--- config.mk ---
export PLATFORM = sky130hd
export DESIGN_NAME = pmc_ram
export DESIGN_NICKNAME = d
export VERILOG_FILES = /design/src/design/pmc_ram.sv
export SDC_FILE = /design/constraint.sdc
export NUM_CORES = 1
export LEC_CHECK = 0
export BUFFER_PORTS_ARGS = -buffer_cell sky130_fd_sc_hd__buf_4
export CORE_AREA = 4 4 107 109
export CTS_BUF_LIST = sky130_fd_sc_hd__clkbuf_2 sky130_fd_sc_hd__clkbuf_4 sky130_fd_sc_hd__clkbuf_8
export DETAILED_ROUTE_END_ITERATION = 8
export DIE_AREA = 0 0 111 113
export HOLD_SLACK_MARGIN = 0.12
export PLACE_DENSITY = 0.66
export SLEW_MARGIN = 20
export SYNTH_ARGS = -nofsm -noshare
export SYNTH_HDL_FRONTEND = slang
export SYNTH_SLANG_ARGS = --single-unit
--- constraint.sdc ---
create_clock -name clk_i -period 2.45 [get_ports clk_i]
set_clock_uncertainty 0.1 [all_clocks]
set_input_delay 0.3675 -clock clk_i [delete_from_list [all_inputs] [get_ports clk_i]]
set_output_delay 0.3675 -clock clk_i [all_outputs]
set_load 0.005 [all_outputs]
--- src/design/pmc_ram.sv ---
// Generic simple dual-port RAM with registered read.
module pmc_ram #(
  parameter int unsigned W = 8,
  parameter int unsigned D = 16
) (
  input  logic                 clk_i,
  input  logic                 we_i,
  input  logic [$clog2(D)-1:0] waddr_i,
  input  logic [W-1:0]         wdata_i,
  input  logic [$clog2(D)-1:0] raddr_i,
  output logic [W-1:0]         rdata_o
);

  logic [W-1:0] mem [D];
  logic [W-1:0] rdata_q;

  always_ff @(posedge clk_i) begin
    if (we_i) begin
      mem[waddr_i] <= wdata_i;
    end
    rdata_q <= mem[raddr_i];
  end

  assign rdata_o = rdata_q;

endmodule

==> results of run 1 <==
## flip-flops by register name (all words and copies together) (netlist names)
register and count:
mem 128, rdata_o 8
## cell families (layout without fill, tap and decap cells)
kind of cell | Yosys count | count (layout) | share of synthesized area [%]
buf+inv | 10 | 77 | 1.68
compound gates | 16 | 16 | 2.33
mux | 32 | 32 | 15.0
flops | 136 | 136 | 77.8
simple gates | 35 | 35 | 3.18
## synth_stat cells
master,n,area share (%)
edfxtp_1,128,75
mux4_2,18,7.9
a22oi_1,16,2.3
mux4_1,14,7.1
nor2_1,13,0.95
nand2_1,9,0.66
dfxtp_1,8,3.1
nor3_1,4,0.39
buf_2,3,0.29
buf_6,3,0.66
clkdlybuf4s25_2,3,0.58
nand2b_1,2,0.24
nand3b_1,2,0.29
and2_1,1,0.12
and2b_1,1,0.15
buf_4,1,0.15
nand3_1,1,0.097
nor2b_1,1,0.12
or3b_2,1,0.17
## path summary, 6_finish.rpt
kind                             start                   to  slack [ns]  depth (start not counted)
setup reg to reg   mem[3][7]$_DFFE_PP_   rdata_o[7]$_DFF_P_        0.97                          3
hold reg to reg   mem[14][7]$_DFFE_PP_   rdata_o[7]$_DFF_P_        0.58                          3
setup / recovery            raddr_i[0]   rdata_o[3]$_DFF_P_        0.93                          5
hold / removal              wdata_i[4]  mem[6][4]$_DFFE_PP_        0.14                          1
## cells in the final DEF, fill, tap and decap left out
| master | instances |
|---|---|
| edfxtp_1 | 128 |
| buf_4 | 44 |
| mux4_2 | 18 |
| clkbuf_8 | 17 |
| a22oi_1 | 16 |
| mux4_1 | 14 |
| nor2_1 | 13 |
| nand2_1 | 9 |
| clkinvlp_4 | 8 |
| dfxtp_1 | 8 |
| nor3_1 | 4 |
| nand3b_1 | 2 |
| nand2b_1 | 2 |
| inv_6 | 2 |
| clkinv_2 | 2 |
| nor2b_1 | 1 |
| and2_1 | 1 |
| and2b_1 | 1 |
| nand3_1 | 1 |
| or3b_2 | 1 |
| clkinv_4 | 1 |
| clkinv_1 | 1 |
| bufinv_16 | 1 |
| buf_12 | 1 |
## area by class of cell
class	count	area, um^2	area share, %
clock inverter	15	130	2.19
clock buffer	17	234	3.93
tap	140	175	2.94
sequential	136	4000	67.3
timing repair buffer	45	350	5.89
multi-input combinational	83	1060	17.8
## through the flow
stage,util [%],total power [mW],hold slack [ns]
floorplan,-,2.79,0.366
global placement,52.7,2.91,0.551
detailed placement,52.7,2.92,0.574
CTS,56.1,4.55,0.122
global route,56.1,4.71,0.127
finish,56.1,4.51,0.142
## worst max-delay path: cells and delay by family
family	cells	cell delay (ns)
buffers and inverters	2	0.48
and+or+nand+nor	1	0.08
AOI/OAI and AO/OA	1	0.24
muxes	1	0.56
## layer usage
metal	vias up	GRT usage, %
met4	0	5.58
met1	1266	23.0
met2	81	25.5
met3	11	4.76
li1	1079	-
met5	-	0
## power groups by stage
stage / logic, mW / clock network (mW) / registers, mW
after floorplan: 0.132 / 0 / 2.66
after global placement: 0.249 / 0 / 2.66
after detailed placement: 0.254 / 0 / 2.66
after CTS: 0.254 / 1.68 / 2.61
after global routing: 0.274 / 1.82 / 2.62
final: 0.250 / 1.65 / 2.61
==> results.py, run 1 <==
metrics = {
    "status": {
        "status": "finished, final reports clean",
    },
    "yosys": {
        "syn-num-nets": 247,
        "yosysSeqAreaShare_pct": 77.8,
        "ys_warn_count": 0,
        "syn_area_per_cell_um2": 22.5,
        "synthCells": 229,
        "mappedNetlistArea_mm2": 0.00515,
        "synth_cell_types": 19,
        "synth_seq_cells": 136,
    },
    "route": {
        "drt_pass1_iterations": 4,
        "drt-total-wl_um": 9430,
        "top_layer_used": "met4",
        "num_vias": 2437,
        "antenna_left": 0,
        "wire_per_inst_um": 21.6,
        "viasPerCell": 5.59,
        "wl_met1_um": 4220,
        "post-route-drc-count": 0,
        "met3_length_um": 494,
        "drtIter0Drc": 185,
        "dr_wl_met2_um": 4590,
    },
    "floorplanning": {
        "rows": 38,
        "coreArea_mm2": 0.0106,
        "die_x_um": 111,
        "floorplan.die_area_mm2": 0.0125,
        "initial_core_util_pct": 48.5,
        "ios": 26,
        "die_h_um": 113,
    },
    "placement": {
        "io_buffers": 25,
        "numPlacedInstances": 404,
        "dpl-instance-area_mm2": 0.00559,
        "detailed_place_hpwl_um": 6120,
        "place_congestion": 0.738,
        "dp_worst_setup_slack_ns": 0.478,
    },
    "grt": {
        "grtUsageTotal_pct": 16.5,
        "grt_pass1_wl_um": 15100,
        "antenna_found_initial": 0,
        "grt_start_max_net_pins": 33,
        "grt_overflow": 0,
        "grt_pass1_vias": 2575,
    },
    "layout": {
        "drive_gt1_share_pct": 32.1,
        "stdcell_count": 436,
        "num-nets-final": 301,
        "final_area_mm2": 0.00595,
        "syn2layout_area_growth_pct": 15.6,
        "nFillCells": 798,
        "diodes": 0,
    },
    "timing": {
        "rsz0062_at_grt": "no",
        "setup_ws_ns": 0.931,
        "slew_viol_final": 0,
        "fin_setup_tns_ns": 0,
        "clock.fmax_mhz": 658,
        "finalHoldViolations": 0,
        "tightest_slew_ns": 0.778,
        "period_needed_ns": 1.52,
        "post-route-period-util_pct": 62.0,
        "setup_violations": 0,
        "relSlewSlack_pct": 47.9,
    },
    "clock_network": {
        "cts_tree": "done",
        "ctsHoldBuffers": 0,
        "numCtsBuffers": 17,
        "cts-root-buf": "clkbuf_8",
        "clock_latency_ns": 0.42,
        "htree_num_levels": 4,
        "clkSinkCount": 136,
        "cts_resized": 0,
        "ctsLongestPathBuffers": 2,
        "cts.reportedPaths.clkPinSlew_ns": 0.08,
        "post_cts_buffers": 0,
    },
    "worst_setup_path": {
        "cp-start-kind": "primary input",
        "arrival_ns": 1.73,
        "worst_ep_required_time_ns": 2.66,
        "crit_chain": "buf_4 -> buf_12 -> mux4_1 -> a22oi_1 -> nand2_1",
        "cp_slowest_stage_delay_ns": 0.56,
        "end_kind": "flip-flop",
        "cpMaxStageDelayCell": "mux4_1",
        "cp_max_fo": 16,
        "crit_type": "in2reg",
    },
    "power": {
        "peakVddDrop_uv": 281,
        "p_seq_share_pct": 57.9,
        "intPower_mw": 3.51,
        "power_leakage_nw": 1.98,
        "netSwitchingFraction_pct": 22.0,
        "pwr-share-clk_pct": 36.5,
        "comb_power_share_pct": 5.5,
        "switchingPower_uw": 993,
        "powerDensity_mw_per_mm2": 757,
    },
    "job": {
        "max_cap_viol_count": 0,
    },
    "worst_hold_path": {
        "hold_class": "in2reg",
    },
}
(Power assumes the default switching activity.)
==> run 2, diff against run 1 <==
- ABC_AREA: not set -> 1
- CORE_AREA: 4 4 107 109 -> 4 4 113 115
- DIE_AREA: 0 0 111 113 -> 0 0 117 119
- clock period: 2.45 -> 1.4 ns (I/O delays scaled with it)
==> results.py, run 2 <==
metrics = {
    "grt": {
        "grt_pass1_wl_um": 19600,
        "grtUsageTotal_pct": 18.9,
        "grt_overflow": 0,
        "antenna_found_initial": 0,
        "grt_start_max_net_pins": 65,
        "grt_pass1_vias": 3704,
    },
    "placement": {
        "io_buffers": 25,
        "numPlacedInstances": 726,
        "dp_worst_setup_slack_ns": 0.0243,
        "place_congestion": 0.813,
        "detailed_place_hpwl_um": 7820,
    },
    "route": {
        "antenna_left": 0,
        "wire_per_inst_um": 16.0,
        "drtIter0Drc": 281,
        "post-route-drc-count": 0,
        "num_vias": 3803,
        "drt_pass1_iterations": 6,
        "drt-total-wl_um": 12300,
        "viasPerCell": 4.95,
    },
    "layout": {
        "stdcell_count": 768,
        "num-nets-final": 626,
        "fin_util_pct": 57.8,
        "layout_common_cells": "nand2_1 (173), edfxtp_1 (128), inv_1 (100)",
        "drive_gt1_share_pct": 13.8,
        "syn2layout_area_growth_pct": 18.3,
        "diodes": 0,
        "top_register": "mem",
        "nFillCells": 1000,
        "layout_commonest_cell": "nand2_1",
        "largest_register_ffs": 128,
    },
    "yosys": {
        "synth_mux_area_share_pct": 0,
        "synth_top_area_share_pct": 66.7,
        "yosysSeqAreaShare_pct": 69.4,
        "synthCells": 551,
        "synth-simple-area-share_pct": 21.0,
        "yosysMostFrequentCell": "nand2_1",
        "ys_top_cells_by_count": "nand2_1 (173), edfxtp_1 (128), inv_1 (100)",
        "synth_compound_area_share_pct": 0,
        "synth_edf_count": 128,
        "synthXorXnorAreaFrac_pct": 0,
        "synth_top_family_by_area": "simple AND/OR/NAND/NOR gates",
        "mappedNetlistArea_mm2": 0.00577,
        "syn-num-nets": 569,
        "synth_ff_type": "edfxtp_1",
        "ys_warn_count": 0,
        "synth_cell_types": 12,
        "syn_area_per_cell_um2": 10.5,
        "synth_seq_cells": 136,
        "synth_top_cell_by_area": "edfxtp_1",
        "synth-adder-area-share_pct": 0,
        "async_flop_share_pct": 0,
        "ys_top_cells_by_area": "edfxtp_1 (67%), nand2_1 (11%), nand3_1 (8.4%)",
    },
    "power": {
        "powerDensity_mw_per_mm2": 1320,
        "p_seq_share_pct": 50.5,
        "switchingPower_mw": 1.92,
        "peakVddDrop_uv": 837,
        "netSwitchingFraction_pct": 21.3,
        "power_leakage_nw": 2.98,
        "pwr-share-clk_pct": 42.7,
        "intPower_mw": 7.12,
        "comb_power_share_pct": 6.8,
    },
    "worst_setup_path": {
        "cp-start-kind": "primary input",
        "arrival_ns": 1.51,
        "cp_max_fo": 16,
        "r2r_cells": 6,
        "end_kind": "flip-flop",
        "crit_type": "in2reg",
        "worst_ep_required_time_ns": 1.62,
    },
    "status": {
        "status": "finished, final reports clean",
    },
    "timing": {
        "clock.fmax_mhz": 774,
        "tightest_slew_ns": 0.308,
        "finalHoldViolations": 0,
        "setup_ws_ns": 0.108,
        "whs_ns": 0.278,
        "rsz0062_at_grt": "no",
        "relSlewSlack_pct": 79.5,
        "fin_setup_tns_ns": 0,
        "slew_viol_final": 0,
        "setup_violations": 0,
        "post-route-period-util_pct": 92.3,
        "period_needed_ns": 1.29,
    },
    "floorplanning": {
        "die_x_um": 117,
        "initial_core_util_pct": 48.8,
        "floorplan.die_area_mm2": 0.0139,
        "die_h_um": 119,
        "coreArea_mm2": 0.0118,
        "ios": 26,
        "rows": 40,
    },
    "job": {
        "max_cap_viol_count": 0,
    },
    "clock_network": {
        "cts.reportedPaths.clkPinSlew_ns": 0.08,
        "ctsLongestPathBuffers": 2,
        "clock_latency_ns": 0.44,
        "numCtsBuffers": 17,
        "post_cts_buffers": 0,
        "cts_tree": "done",
        "htree_num_levels": 4,
        "clkSinkCount": 136,
        "cts-root-buf": "clkbuf_8",
    },
    "worst_hold_path": {
        "hold_class": "in2reg",
        "whs_path_depth": 7,
    },
}
run 2: cell families after synthesis:
family | Yosys count
buffers and inverters | 126
DFF | 136
and+or+nand+nor | 289
run 2: power by group through the flow:
| stage | clock, mW | combinational, mW | sequential, mW |
|---|---|---|---|
| floorplan | 0 | 0.321 | 4.66 |
| global placement | 0 | 0.577 | 4.66 |
| detailed placement | 0 | 0.591 | 4.66 |
| CTS | 3.91 | 0.620 | 4.57 |
| global route | 4.11 | 0.684 | 4.57 |
| finish | 3.86 | 0.614 | 4.57 |
run 2: final cells by class:
type / instances / area, um^2 / share of cell area, %
clock buffer: 18 / 241 / 3.54
clock inverter: 14 / 245 / 3.59
tap: 147 / 184 / 2.70
inverter: 102 / 383 / 5.61
sequential: 136 / 4000 / 58.7
multi-input combinational: 289 / 1210 / 17.8
timing repair buffer: 62 / 553 / 8.10
run 2: metal layers:
layer / wire length (um) / global-route usage (%) / up-vias
met2: 6060 / 30.2 / 93
li1: - / - / 1884
met4: 154 / 5.52 / 0
met3: 625 / 4.67 / 13
met1: 5420 / 25.4 / 1813
met5: 0 / 0 / -
run 2: critical path, stage by stage:
cell	delay [ns]
dlygate4sd3_1	0.55
buf_4	0.17
inv_1	0.09
buf_12	0.16
nand3_1	0.10
nand3_1	0.14
nand2_1	0.09
run 2: final timing paths:
kind | from | end | slack (ns)
setup / recovery | raddr_i[2] | rdata_o[3]$_DFF_P_ | 0.11
hold / removal | raddr_i[1] | rdata_o[1]$_DFF_P_ | 0.28
setup reg to reg | mem[5][3]$_DFFE_PP_ | rdata_o[3]$_DFF_P_ | 0.29
hold reg to reg | mem[14][4]$_DFFE_PP_ | rdata_o[4]$_DFF_P_ | 0.57
run 2: repair_timing:
action / 4_1_cts / 5_1_grt
hold buffers: 10 / 0
hold endpoints to repair: 136 / 0
resized for setup: 0 / 0
setup endpoints to repair: 0 / 0
run 2: stage by stage:
step,area (um^2),power [mW]
after CTS,6820,9.10
final,6820,9.04
after detailed placement,6240,5.25
after global placement,6240,5.24
after global routing,6820,9.37
after floorplan,5770,4.98
==> run 3, diff against run 2 <==
- clock period: 1.4 -> 1.2 ns (I/O delays scaled with it)
==> results.py, run 3 (same netlist as run 2, synthesis figures left out) <==
metrics = {
    "layout": {
        "drive_gt1_share_pct": 14.6,
        "nFillCells": 984,
        "num-nets-final": 628,
        "layout_common_cells": "nand2_1 (173), edfxtp_1 (128), inv_1 (99)",
        "fin_util_pct": 57.9,
        "layout_commonest_cell": "nand2_1",
        "syn2layout_area_growth_pct": 18.5,
        "top_register": "mem",
        "largest_register_ffs": 128,
        "diodes": 0,
    },
    "status": {
        "status": "finished, final reports clean",
    },
    "route": {
        "antenna_left": 0,
        "drtIter0Drc": 237,
        "post-route-drc-count": 0,
        "num_vias": 3804,
        "drt-total-wl_um": 11500,
        "wire_per_inst_um": 15.0,
        "drt_pass1_iterations": 4,
        "viasPerCell": 4.94,
    },
    "placement": {
        "place_congestion": 0.865,
        "dp_worst_setup_slack_ns": -0.101,
        "io_buffers": 25,
        "detailed_place_hpwl_um": 7650,
    },
    "worst_setup_path": {
        "arrival_ns": 1.40,
        "cp_max_fo": 9,
        "worst_ep_required_time_ns": 1.42,
        "cp-start-kind": "primary input",
        "crit_type": "in2reg",
        "crit_chain": "dlygate4sd3_1 -> buf_4 -> clkinvlp_4 -> nand3_2 -> nand2_1",
        "r2r_setup_slack_ns": 0.16,
        "cp_slowest_stage_delay_ns": 0.53,
        "cpMaxStageDelayCell": "dlygate4sd3_1",
        "critical_path_buf_inv_count": 3,
        "cp_top_family": "buffers and inverters",
        "end_kind": "flip-flop",
    },
    "floorplanning": {
        "initial_core_util_pct": 48.8,
        "coreArea_mm2": 0.0118,
        "floorplan.die_area_mm2": 0.0139,
        "die_x_um": 117,
        "die_h_um": 119,
        "rows": 40,
        "ios": 26,
    },
    "clock_network": {
        "clkSinkCount": 136,
        "post_cts_buffers": 0,
        "numCtsBuffers": 17,
        "cts_tree": "done",
        "clock_latency_ns": 0.43,
        "cts.reportedPaths.clkPinSlew_ns": 0.07,
        "htree_num_levels": 4,
        "ctsLongestPathBuffers": 2,
        "cts-root-buf": "clkbuf_8",
    },
    "worst_hold_path": {
        "hold_class": "in2reg",
    },
    "power": {
        "peakVddDrop_uv": 668,
        "powerDensity_mw_per_mm2": 1470,
        "power_leakage_nw": 2.97,
    },
    "timing": {
        "period_needed_ns": 1.18,
        "setup_violations": 0,
        "rsz0062_at_grt": "yes",
        "tightest_slew_ns": 0.245,
        "clock.fmax_mhz": 850,
        "finalHoldViolations": 0,
        "post-route-period-util_pct": 98.0,
        "setup_ws_ns": 0.0239,
        "relSlewSlack_pct": 83.6,
        "slew_viol_final": 0,
    },
    "grt": {
        "grtUsageTotal_pct": 18.1,
        "antenna_found_initial": 0,
        "grt_pass1_vias": 3639,
        "grt_start_max_net_pins": 49,
        "grt_overflow": 0,
        "grt_pass1_wl_um": 18900,
    },
    "job": {
        "max_cap_viol_count": 0,
    },
}
==> run 3: cell type report <==
cell class | instances | area (um^2) | share of cell area [%]
clock inverter | 15 | 200 | 2.93
inverter | 102 | 387 | 5.66
tap | 147 | 184 | 2.69
clock buffer | 17 | 234 | 3.42
multi-input combinational | 289 | 1230 | 18.0
timing repair buffer | 64 | 593 | 8.68
sequential | 136 | 4000 | 58.6
==> run 3: per-stage QoR <==
step | std cells | power [mW] | setup TNS (ns) | cell area, um^2 | hold WS, ns
6_report | 770 | 10.1 | 0 | 6840 | 0.151
5_1_grt | 770 | 10.5 | -0.0453 | 6840 | 0.162
4_1_cts | 770 | 10.1 | 0 | 6810 | 0.124
3_5_place_dp | 728 | 6.14 | -6.80 | 6280 | 0.415
3_3_place_gp | 728 | 6.12 | -4.46 | 6280 | 0.404
2_1_floorplan | 551 | 5.81 | -1.97 | 5770 | 0.179
==> run 3: repair_timing <==
| item | 4_1_cts | 5_1_grt |
|---|---|---|
| hold buffers | 10 | 0 |
| endpoints found under the setup margin | 0 | 3 |
| gates resized for setup | 0 | 5 |
| hold endpoints to repair | 136 | 0 |
==> run 3: final timing paths <==
kind	from	to	cells past startpoint
worst min-delay path	raddr_i[1]	rdata_o[1]$_DFF_P_	5
worst max register to register	mem[7][5]$_DFFE_PP_	rdata_o[5]$_DFF_P_	6
worst max-delay path	raddr_i[3]	rdata_o[3]$_DFF_P_	5
worst min register to register	mem[14][4]$_DFFE_PP_	rdata_o[4]$_DFF_P_	6
==> run 3: metal layers <==
| metal | routed length [um] | GRT usage [%] | part of all wire [%] |
|---|---|---|---|
| met3 | 483 | 4.47 | 4.2 |
| met2 | 5860 | 29.1 | 51 |
| met1 | 5070 | 24.2 | 44 |
| met4 | 110 | 5.66 | 0.95 |
| met5 | 0 | 0 | 0 |
==> run 3: worst min-delay path, delay by kind of cell <==
kind	cells	cell delay (ns)
buffers and inverters	1	0.14
and+or+nand+nor	4	0.33
==> run 3: report_power, final <==
part           switching, mW  total (mW)  internal, mW  leakage, nW
Sequential            0.0259        5.33          5.30         1.22
Combinational          0.442       0.731         0.289         1.54
Clock                   1.72        4.00          2.27        0.212
