## src/design/pmc_pkg.sv

```systemverilog
// Shared constants and widths for the Prim maze carver.
package pmc_pkg;

  localparam int unsigned DEF_MAX_ROWS = 32;
  localparam int unsigned DEF_MAX_COLS = 32;

  localparam int unsigned KIND_W  = 1;
  localparam int unsigned RAND_W  = 32;
  localparam int unsigned COORD_W = 5;
  localparam int unsigned DIR_W   = 2;
  localparam int unsigned CFG_W   = 6;
  localparam int unsigned CFG_IDX_W = 1;
  localparam int unsigned FLAG_W  = 6;

  localparam int unsigned FLAG_IN_BIT    = 4;
  localparam int unsigned FLAG_FRONT_BIT = 5;

  localparam logic [KIND_W-1:0] KIND_START = 1'b0;
  localparam logic [KIND_W-1:0] KIND_STEP  = 1'b1;

  localparam logic [CFG_IDX_W-1:0] REG_GRID_ROWS = 1'b0;
  localparam logic [CFG_IDX_W-1:0] REG_GRID_COLS = 1'b1;

  localparam logic [CFG_W-1:0] RESET_ROWS = 6'd16;
  localparam logic [CFG_W-1:0] RESET_COLS = 6'd16;

endpackage

```

## src/design/pmc_div.sv

```systemverilog
// Bit-serial restoring remainder unit: one dividend bit per cycle.
module pmc_div #(
  parameter int unsigned DW = 11
) (
  input  logic                       clk_i,
  input  logic                       rst_ni,
  input  logic                       start_i,
  input  logic [pmc_pkg::RAND_W-1:0] dividend_i,
  input  logic [DW-1:0]              divisor_i,
  output logic                       busy_o,
  output logic                       done_o,
  output logic [DW-1:0]              rem_o
);

  localparam int unsigned CNT_W = $clog2(pmc_pkg::RAND_W);

  logic                       busy_q, busy_d;
  logic                       done_q, done_d;
  logic [CNT_W-1:0]           cnt_q, cnt_d;
  logic [DW-1:0]              rem_q, rem_d;
  logic [DW-1:0]              dsr_q, dsr_d;
  logic [pmc_pkg::RAND_W-1:0] dvd_q, dvd_d;
  logic [DW:0]                trial;

  always_comb begin
    busy_d = busy_q;
    done_d = 1'b0;
    cnt_d  = cnt_q;
    rem_d  = rem_q;
    dsr_d  = dsr_q;
    dvd_d  = dvd_q;
    trial  = {rem_q, dvd_q[pmc_pkg::RAND_W-1]};
    if (start_i) begin
      busy_d = 1'b1;
      cnt_d  = '0;
      rem_d  = '0;
      dsr_d  = divisor_i;
      dvd_d  = dividend_i;
    end else if (busy_q) begin
      if (trial >= {1'b0, dsr_q}) begin
        rem_d = DW'(trial - {1'b0, dsr_q});
      end else begin
        rem_d = trial[DW-1:0];
      end
      dvd_d = {dvd_q[pmc_pkg::RAND_W-2:0], 1'b0};
      cnt_d = cnt_q + 1'b1;
      if (cnt_q == CNT_W'(pmc_pkg::RAND_W - 1)) begin
        busy_d = 1'b0;
        done_d = 1'b1;
      end
    end
  end

  always_ff @(posedge clk_i or negedge rst_ni) begin
    if (!rst_ni) begin
      busy_q <= 1'b0;
      done_q <= 1'b0;
      cnt_q  <= '0;
      rem_q  <= '0;
      dsr_q  <= '0;
      dvd_q  <= '0;
    end else begin
      busy_q <= busy_d;
      done_q <= done_d;
      cnt_q  <= cnt_d;
      rem_q  <= rem_d;
      dsr_q  <= dsr_d;
      dvd_q  <= dvd_d;
    end
  end

  assign busy_o = busy_q;
  assign done_o = done_q;
  assign rem_o  = rem_q;

endmodule

```

## config.mk

```make
export PLATFORM = sky130hd
export DESIGN_NAME = pmc_div
export DESIGN_NICKNAME = d
export VERILOG_FILES = /design/src/design/pmc_pkg.sv /design/src/design/pmc_div.sv
export SDC_FILE = /design/constraint.sdc
export NUM_CORES = 1
export LEC_CHECK = 0
export BUFFER_PORTS_ARGS = -buffer_cell sky130_fd_sc_hd__buf_2
export CORE_AREA = 3 3 107 109
export CTS_CLUSTER_DIAMETER = 50
export DETAILED_ROUTE_END_ITERATION = 6
export DIE_AREA = 0 0 110 112
export PLACE_DENSITY_LB_ADDON = 0.12
export SETUP_SLACK_MARGIN = 0.1
export SYNTH_ARGS = -nofsm -noshare
export SYNTH_HDL_FRONTEND = slang
export SYNTH_SLANG_ARGS = --single-unit
```

## constraint.sdc

```tcl
create_clock -name clk_i -period 2.1 [get_ports clk_i]
set_clock_uncertainty 0.05 [all_clocks]
set_input_delay 0.105 -clock clk_i [delete_from_list [all_inputs] [get_ports clk_i]]
set_output_delay 0.105 -clock clk_i [all_outputs]
set_load 0.02 [all_outputs]
```

==> flow_summary.ini, run 1 <==
[detailed_routing]
drt_iter0_drc = 55
ant_nets = 0
first_pass_iters = 4
wl_per_cell_um = 13.3
totalWireLength_um = 8310
drcViolationCount = 0
routed_via_density = 4.61
vias = 2893

[logic_synthesis]
synth_ff_type = dfrtp_1
synth_edf_count = 0
synthMuxAreaShare_pct = 10.9
synth-seq-cells = 61
synth-compound-area-share_pct = 15.9
syn_area_per_cell_um2 = 9.46
synth_top_family_by_area = compound AO/OA/AOI/OAI gates
synth_cell_types = 39
synth.top_cell.area_share_pct = 47.2
yosys.area_share.xor_xnor_pct = 2.17
synthAdderAreaFrac_pct = 5.65
yosysTopAreaCell = dfrtp_1
async_flop_share_pct = 100
synth_warnings = 0
netlist_instances = 342
synthTopCellsByArea = dfrtp_1 47%, mux2i_1 11%, o21ai_0 7.9%, nand2_1 7.0%, ha_1 5.0%
synth-simple-area-share_pct = 13.8
synth_sequential_area_ratio_pct = 47.2
syn_nets = 402
syn_area_um2 = 3240

[status]
status = finished with violations
violations = setup timing

[placement]
numPortBuffers = 58
dp_cells = 561
hpwl_um = 5840
placed_area_um2 = 4060
gp_congestion = 0.937
dp_slack_ns = -0.109

[final_layout]
antennaDiodeCount = 0
layoutNonFillerInstCount = 627
filler_cell_count = 1041
drive_gt1_share_pct = 33.1
stdcell_area_um2 = 4870
multi_input_area_um2 = 1780
fin_util_pct = 45.5
area_growth_pct = 50.5
nNetsFinal = 542
regArea_um2 = 1540

[power]
p_leak_nw = 2.48
p_per_area_nw_per_um2 = 928
total_power_mw = 4.52
vdd_ir_drop_max_uv = 340

[global_route]
grt_first_pass_wirelength_um = 13800
gr-total-overflow = 0
grt_pass1_vias = 2905
antenna_found_initial = 0
grtUsageTotal_pct = 14.4
grt_max_degree = 44

[worst_setup_path]
worstPathCellList = ha_4 > inv_2 > fa_2 > nand3_4 > a311oi_2 > a211o_2 > inv_4 > or3_1 > a311oi_1
cp.buffers_inverters = 2
crit_type = reg -> reg
crit_fanout = 9
critPathTopFamily = compound AO/OA/AOI/OAI gates
crit_path_start_kind = flip-flop
arrival_ns = 2.42
cp_slowest_stage_delay_ns = 0.42
required_ns = 2.30
end_kind = flip-flop
crit_slowest_cell = dfrtp_1

[clock_network]
cts_tree = yes
cts_made_buffers = 9
htree_num_levels = 3
clock-root-buffer = clkbuf_8
path_clk_slew_ns = 0.07
clk_path_buf_depth = 2
worstSkewPairLatency_ns = 0.35
clock_sinks = 61

[min_path]
hp-class = in -> reg

[sta]
setup_ws_ns = -0.115
worst_pin_slew_ns = 0.449
clock.fmax_ghz = 0.451
hold_slack_ns = 0.0765
fin_crit_sh_pct = 105
hold_viol = 0
relSlewSlack_pct = 70.1
grt_setup_unrepaired = true
min_period_ns = 2.22
tns_ns = -0.344
slew_viol_final = 0
finalSetupViolCount = 9

[die]
dieWidth_um = 110
num_rows = 38
start_util_pct = 30.2
die_area_um2 = 12300
top_level_ports = 59
core_um2 = 10700
die_y_um = 112

[job]
maxCapViolCount = 0
==> worst reg2reg max path: cells and delay by family, from the launching register on <==
kind	cells	cell delay, ns
DFF	1	0.42
adders and majority gates	2	0.41
and+or+nand+nor	2	0.43
AOI/OAI and AO/OA	3	0.69
buffers and inverters	2	0.13
==> final timing paths <==
| path | cells after the start | slack (ns) | start | endpoint |
|---|---|---|---|---|
| max in group asynchronous | 3 | 1.30 | rst_ni | rem_o[7] |
| worst max-delay path | 9 | -0.12 | dsr_q[0] | rem_o[3] |
| worst min register to register | 2 | 0.49 | cnt_q[3] | cnt_q[3] |
| min in group asynchronous | 2 | 0.13 | rst_ni | dvd_q[22] |
| worst max register to register | 9 | -0.12 | dsr_q[0] | rem_o[3] |
| worst min-delay path | 2 | 0.08 | start_i | rem_o[2] |
==> power by group <==
group / switching [mW] / leakage [nW] / internal [mW]
clock: 0.493 / 0.110 / 0.615
combinational: 0.964 / 1.62 / 1.02
sequential: 0.104 / 0.749 / 1.33
total: 1.56 / 2.48 / 2.96
==> layer usage <==
metal | track usage [%] | up-vias | wire length, um
met1 | 18.3 | 1348 | 3810
met4 | 6.07 | 0 | 163
li1 | - | 1476 | -
met2 | 23.1 | 58 | 4020
met3 | 3.42 | 11 | 313
met5 | 0 | - | 0
==> synth_stat cells (all sizes together), types with 3 or more instances <==
cell type and count:
a21oi 9, nor2 18, inv 17, clkbuf 17, mux2i 34, ha 13, and3 4, nand2 60
a311oi 8, o21ai 51, nand2b 5, nand4 4, a211oi 3, nand3 3, xnor2 5, xor2 3
buf 3, dfrtp 61
==> area by class of cell <==
class	count	area share [%]
multi-input combinational	244	36.5
sequential	61	31.6
tap	140	3.60
clock inverter	5	1.18
inverter	17	1.36
clock buffer	11	3.11
timing repair buffer	149	22.7
==> repair_timing <==
item | 4_1_cts | 5_1_grt
pin swaps | 11 | 6
hold buffers | 44 | 0
buffers inserted | 4 | 3
hold endpoints to repair | 104 | 0
setup endpoints to repair | 11 | 11
gates resized for setup | 14 | 12
==> placed cells by master (no fill, tap or decap), types with 2 or more instances in the layout <==
| master | n |
|---|---|
| a211oi_2 | 2 |
| a21oi_1 | 5 |
| a21oi_2 | 3 |
| a311oi_1 | 6 |
| a311oi_2 | 2 |
| a41o_1 | 2 |
| and3_1 | 4 |
| buf_2 | 58 |
| buf_4 | 44 |
| buf_6 | 2 |
| clkbuf_8 | 11 |
| clkinv_2 | 2 |
| dfrtp_1 | 53 |
| dfrtp_2 | 8 |
| dlygate4sd3_1 | 44 |
| ha_1 | 3 |
| ha_4 | 10 |
| inv_1 | 14 |
| inv_2 | 2 |
| mux2i_1 | 34 |
| nand2_1 | 59 |
| nand2b_1 | 5 |
| nand3_1 | 2 |
| nand4_1 | 4 |
| nor2_1 | 18 |
| o211ai_1 | 2 |
| o21ai_0 | 49 |
| o21ai_1 | 2 |
| or3_1 | 2 |
| xnor2_1 | 5 |
| xor2_1 | 3 |
==> cell families (layout without fill, tap and decap cells) <==
group	after synthesis	count (layout)
fa+ha+maj	14	14
xor+xnor	8	8
simple gates	103	103
compound gates	84	84
mux	35	35
buf+inv	37	182
flops	61	61
==> flip-flops by register name, indices dropped and copies added (netlist names) <==
name,cells
dsr_q,11
done_o,1
cnt_q,5
rem_o,11
dvd_q,32
busy_o,1
(Power assumes the default switching activity.)
==> run 2, diff against run 1 <==
SKIP_LAST_GASP = 1   (was default)
==> run 2 against run 1 <==
The flow still finishes with violations (setup timing). Count of clock-buffer cells in the layout unchanged. Clock power is essentially flat. Final cell count did not move. Die area unchanged. Hold slack barely moved. Critical path type unchanged. Design area is 0.26% lower. Sequential share of layout area is 0.081 points higher. Critical endpoint unchanged.
==> flow_summary.ini, run 2 (synthesized netlist as in run 1, its figures left out) <==
[final_layout]
layout_common_cells = 60 x nand2_1, 58 x buf_2, 53 x dfrtp_1, 51 x o21ai_0
antennaDiodeCount = 0
largest_reg_flops = 32
top_register = dvd_q
fin_util_pct = 45.4
final_common_cell = nand2_1
area_growth_pct = 50.1
filler_cell_count = 1040
drive_gt1_share_pct = 32.4
stdcell_area_um2 = 4860
nNetsFinal = 542

[worst_setup_path]
crit_type = reg -> reg
r2r_slack_ns = -0.11
crit_fanout = 9
cp_slowest_stage_delay_ns = 0.42
cp.buffers_inverters = 2
required_ns = 2.30
rr_worst_depth = 9
end_kind = flip-flop
arrival_ns = 2.42
critPathTopFamily = compound AO/OA/AOI/OAI gates
crit_path_start_kind = flip-flop
crit_slowest_cell = dfrtp_1
rr_startpoint = dsr_q[0]
worstPathCellList = ha_4 > inv_2 > fa_2 > nand3_4 > a311oi_2 > a211o_2 > inv_4 > or3_1 > a311oi_1
r2r_end = rem_o[3]

[sta]
grt_setup_unrepaired = true
finalSetupViolCount = 9
hold_slack_ns = 0.0763
setup_ws_ns = -0.114
hold_viol = 0
clock.fmax_ghz = 0.452
worst_pin_slew_ns = 0.448
relSlewSlack_pct = 70.1
slew_viol_final = 0
min_period_ns = 2.21
fin_crit_sh_pct = 105

[placement]
placed_area_um2 = 4060
gp_congestion = 0.937
hpwl_um = 5840
numPortBuffers = 58
dp_slack_ns = -0.109

[power]
combinationalPowerShare_pct = 43.5
p_leak_nw = 2.48
clkPwrFrac_pct = 24.6
power_frac_seq_pct = 31.9
vdd_ir_drop_max_uv = 339
p_sw_share_pct = 34.4
total_power_mw = 4.49
p_int_mw = 2.95
p_per_area_nw_per_um2 = 925
switching_power_mw = 1.54

[detailed_routing]
met2_length_um = 4040
totalWireLength_um = 8330
top_layer = met4
vias = 2880
routed_via_density = 4.59
wl_per_cell_um = 13.3
drcViolationCount = 0
ant_nets = 0
wl_met3_um = 318
first_pass_iters = 4
met1Wirelength_um = 3800
drt_iter0_drc = 54

[clock_network]
path_clk_slew_ns = 0.07
htree_num_levels = 3
cts_made_buffers = 9
clk_path_buf_depth = 2
worstSkewPairLatency_ns = 0.35
clock_sinks = 61
cts_tree = yes
clock-root-buffer = clkbuf_8

[die]
dieWidth_um = 110
top_level_ports = 59
start_util_pct = 30.2
die_y_um = 112
die_area_um2 = 12300
core_um2 = 10700
num_rows = 38

[global_route]
grt_pass1_vias = 2905
antenna_found_initial = 0
grt_max_degree = 44
grtUsageTotal_pct = 14.4
gr-total-overflow = 0
grt_first_pass_wirelength_um = 13800

[status]
status = finished with violations
violations = setup timing

[min_path]
holdPathStages = 2
min_from = start_i
hp-class = in -> reg
hold_end = rem_o[2]

[job]
maxCapViolCount = 0
run 2: power by group through the flow:
| stage | Sequential, mW | Clock [mW] | Combinational [mW] |
|---|---|---|---|
| floorplan | 1.54 | 0 | 0.952 |
| global placement | 1.45 | 0 | 1.72 |
| detailed placement | 1.45 | 0 | 1.73 |
| CTS | 1.43 | 1.15 | 1.90 |
| global route | 1.45 | 1.21 | 2.16 |
| finish | 1.43 | 1.11 | 1.95 |
run 2: final cells by class:
type	instances	area, um^2	area share [%]
Inverter	17	66.3	1.37
Timing Repair Buffer	149	1100	22.7
Multi-Input combinational cell	244	1770	36.4
Clock buffer	11	151	3.12
Clock inverter	5	57.6	1.18
Sequential cell	61	1540	31.6
Tap cell	140	175	3.61
run 2: worst max path at each step:
stage	startpoint	to	cells past startpoint
floorplan	rem_o[7]	rem_o[3]	8
CTS	rem_o[5]	rem_o[3]	7
global route	dsr_q[0]	rem_o[3]	9
detailed placement	dsr_q[0]	rem_o[3]	9
finish	dsr_q[0]	rem_o[3]	9
global placement	dvd_q[31]	rem_o[9]	10
run 2: what timing repair did:
item / CTS / global route
hold buffers: 44 / 0
pin swaps: 10 / 6
buffers inserted: 4 / 3
endpoints found under the hold margin: 104 / 0
endpoints found under the setup margin: 11 / 11
gates resized for setup: 14 / 7
run 2: through the flow:
stage                     TNS (ns)  instances
after floorplan            -0.0427        342
after CTS                   -0.465        625
after detailed placement    -0.761        561
final                       -0.344        627
after global placement      -0.410        561
after global routing         -1.86        627
run 2: per-layer routing:
layer,up-vias,GRT usage [%]
met4,0,6.07
met3,11,3.42
met5,-,0
li1,1475,-
met1,1340,18.3
met2,54,23.1
==> run 3, diff against run 2 <==
--- a/constraint.sdc
+++ b/constraint.sdc
@@ -3,3 +3,3 @@
 set_input_delay 0.105 -clock clk_i [delete_from_list [all_inputs] [get_ports clk_i]]
 set_output_delay 0.105 -clock clk_i [all_outputs]
-set_load 0.02 [all_outputs]
+set_load 0.01 [all_outputs]
==> run 3 against run 2 <==
The run still ends with setup timing left. Combinational power is 4% lower. Clock power is essentially flat. Via count up 0.49%. Non-clock buffer count up 1. Worst setup slack improved by 0.015 ns. Critical path depth down 2. Total power down 2.4%. Die area is the same. First-iteration DRC count rose by 93%. Sequential cell count unchanged. Count of clock-buffer cells in the layout increased by 3.
==> flow_summary.ini, run 3 (synthesized netlist as in run 1, its figures left out) <==
[sta]
slew_viol_final = 0
grt_setup_unrepaired = true
fin_crit_sh_pct = 105
tns_ns = -0.572
min_period_ns = 2.20
relSlewSlack_pct = 63.9
finalSetupViolCount = 9
hold_viol = 0
setup_ws_ns = -0.0993
clock.fmax_ghz = 0.455
worst_pin_slew_ns = 0.542

[clock_network]
htree_num_levels = 3
clk_path_buf_depth = 2
cts_made_buffers = 9
worstSkewPairLatency_ns = 0.33
clock-root-buffer = clkbuf_8
cts_tree = yes
path_clk_slew_ns = 0.07
clock_sinks = 61

[die]
top_level_ports = 59
dieWidth_um = 110
num_rows = 38
core_um2 = 10700
start_util_pct = 30.2
die_area_um2 = 12300
die_y_um = 112

[worst_setup_path]
arrival_ns = 2.39
crit_type = reg -> reg
crit_path_start_kind = flip-flop
rr_worst_depth = 7
end_kind = flip-flop
crit_fanout = 8
r2r_slack_ns = -0.1
required_ns = 2.29
rr_startpoint = rem_o[7]
r2r_end = rem_o[3]

[placement]
placed_area_um2 = 4060
gp_congestion = 0.787
hpwl_um = 5780
numPortBuffers = 58

[final_layout]
drive_gt1_share_pct = 30.6
nNetsFinal = 543
top_register = dvd_q
area_growth_pct = 48.7
largest_reg_flops = 32
stdcell_area_um2 = 4810
layout_common_cells = 59 x nand2_1, 59 x dfrtp_1, 58 x buf_2, 50 x o21ai_0, 45 x buf_4
fin_util_pct = 45.0
antennaDiodeCount = 0

[detailed_routing]
drt_iter0_drc = 104
routed_via_density = 4.62
first_pass_iters = 4
ant_nets = 0
vias = 2894
totalWireLength_um = 8310
drcViolationCount = 0
wl_per_cell_um = 13.3

[min_path]
hp-class = in -> reg
min_from = start_i
hold_end = busy_o
holdPathStages = 3

[global_route]
grt_pass1_vias = 2946
gr-total-overflow = 0
grt_first_pass_wirelength_um = 14100
grt_max_degree = 50
grtUsageTotal_pct = 14.4
antenna_found_initial = 0

[job]
maxCapViolCount = 0

[status]
status = finished with violations
violations = setup timing

[power]
p_leak_nw = 2.49
vdd_ir_drop_max_uv = 358
p_per_area_nw_per_um2 = 912
-- run 3: changes by cell type in the layout (fill, tap and decap cells not counted), sizes merged --
cell / change
clkbuf: +3
clkinv: -2
inv: -2
buf: +1
-- run 3: power by group --
group          total (mW)  switching, mW  leakage [nW]  internal, mW
sequential           1.43          0.105         0.757          1.32
clock                1.09          0.452         0.103         0.641
combinational        1.87          0.871          1.63         0.996
-- run 3: cell type report --
type                       instances  area (um^2)
fill                            1081         5890
clock inverter                     1         30.0
inverter                          17         68.8
sequential                        61         1530
clock buffer                      14          173
timing repair buffer             150         1120
multi-input combinational        244         1720
tap                              140          175
-- run 3: what timing repair did --
| action | CTS | global route |
|---|---|---|
| hold endpoints to repair | 64 | 0 |
| endpoints found under the setup margin | 11 | 11 |
| hold buffers | 44 | 0 |
| pin swaps | 12 | 7 |
| buffers inserted | 3 | 2 |
| resized for setup | 10 | 10 |
-- run 3: per-stage QoR --
| stage | hold WS (ns) | power [mW] | setup WS [ns] | std cells |
|---|---|---|---|---|
| 4_1_cts | 0.135 | 4.39 | -0.131 | 625 |
| 3_5_place_dp | 0.0707 | 3.12 | -0.172 | 563 |
| 3_3_place_gp | 0.0790 | 3.12 | -0.131 | 563 |
| 5_1_grt | 0.194 | 4.71 | -0.230 | 627 |
| 2_1_floorplan | -0.241 | 2.42 | -0.0243 | 342 |
| 6_report | 0.146 | 4.39 | -0.0993 | 627 |
-- run 3: per-layer routing --
metal / global-route usage, % / share of wire (%) / routed length, um
met2: 23.7 / 48 / 4020
met1: 18.8 / 47 / 3890
met5: 0 / 0 / 0
met3: 2.96 / 3.7 / 310
met4: 4.82 / 1.1 / 88
-- run 3: worst max-delay path by stage --
stage / from / slack (ns) / endpoint / cells after the start
after floorplan: dvd_q[31] / -0.02 / rem_o[10] / 10
after global placement: dvd_q[31] / -0.13 / rem_o[9] / 10
after detailed placement: dvd_q[31] / -0.17 / rem_o[9] / 10
after CTS: dvd_q[31] / -0.13 / rem_o[0] / 11
after global routing: rem_o[0] / -0.23 / rem_o[3] / 7
final: rem_o[7] / -0.1 / rem_o[3] / 7
-- run 3: critical path: stages (launching register included) --
cell	delay, ns
dfrtp_1	0.39
ha_1	0.35
nand4b_1	0.19
a311oi_2	0.27
a211o_2	0.22
clkinv_4	0.10
or3_1	0.31
a311oi_1	0.25
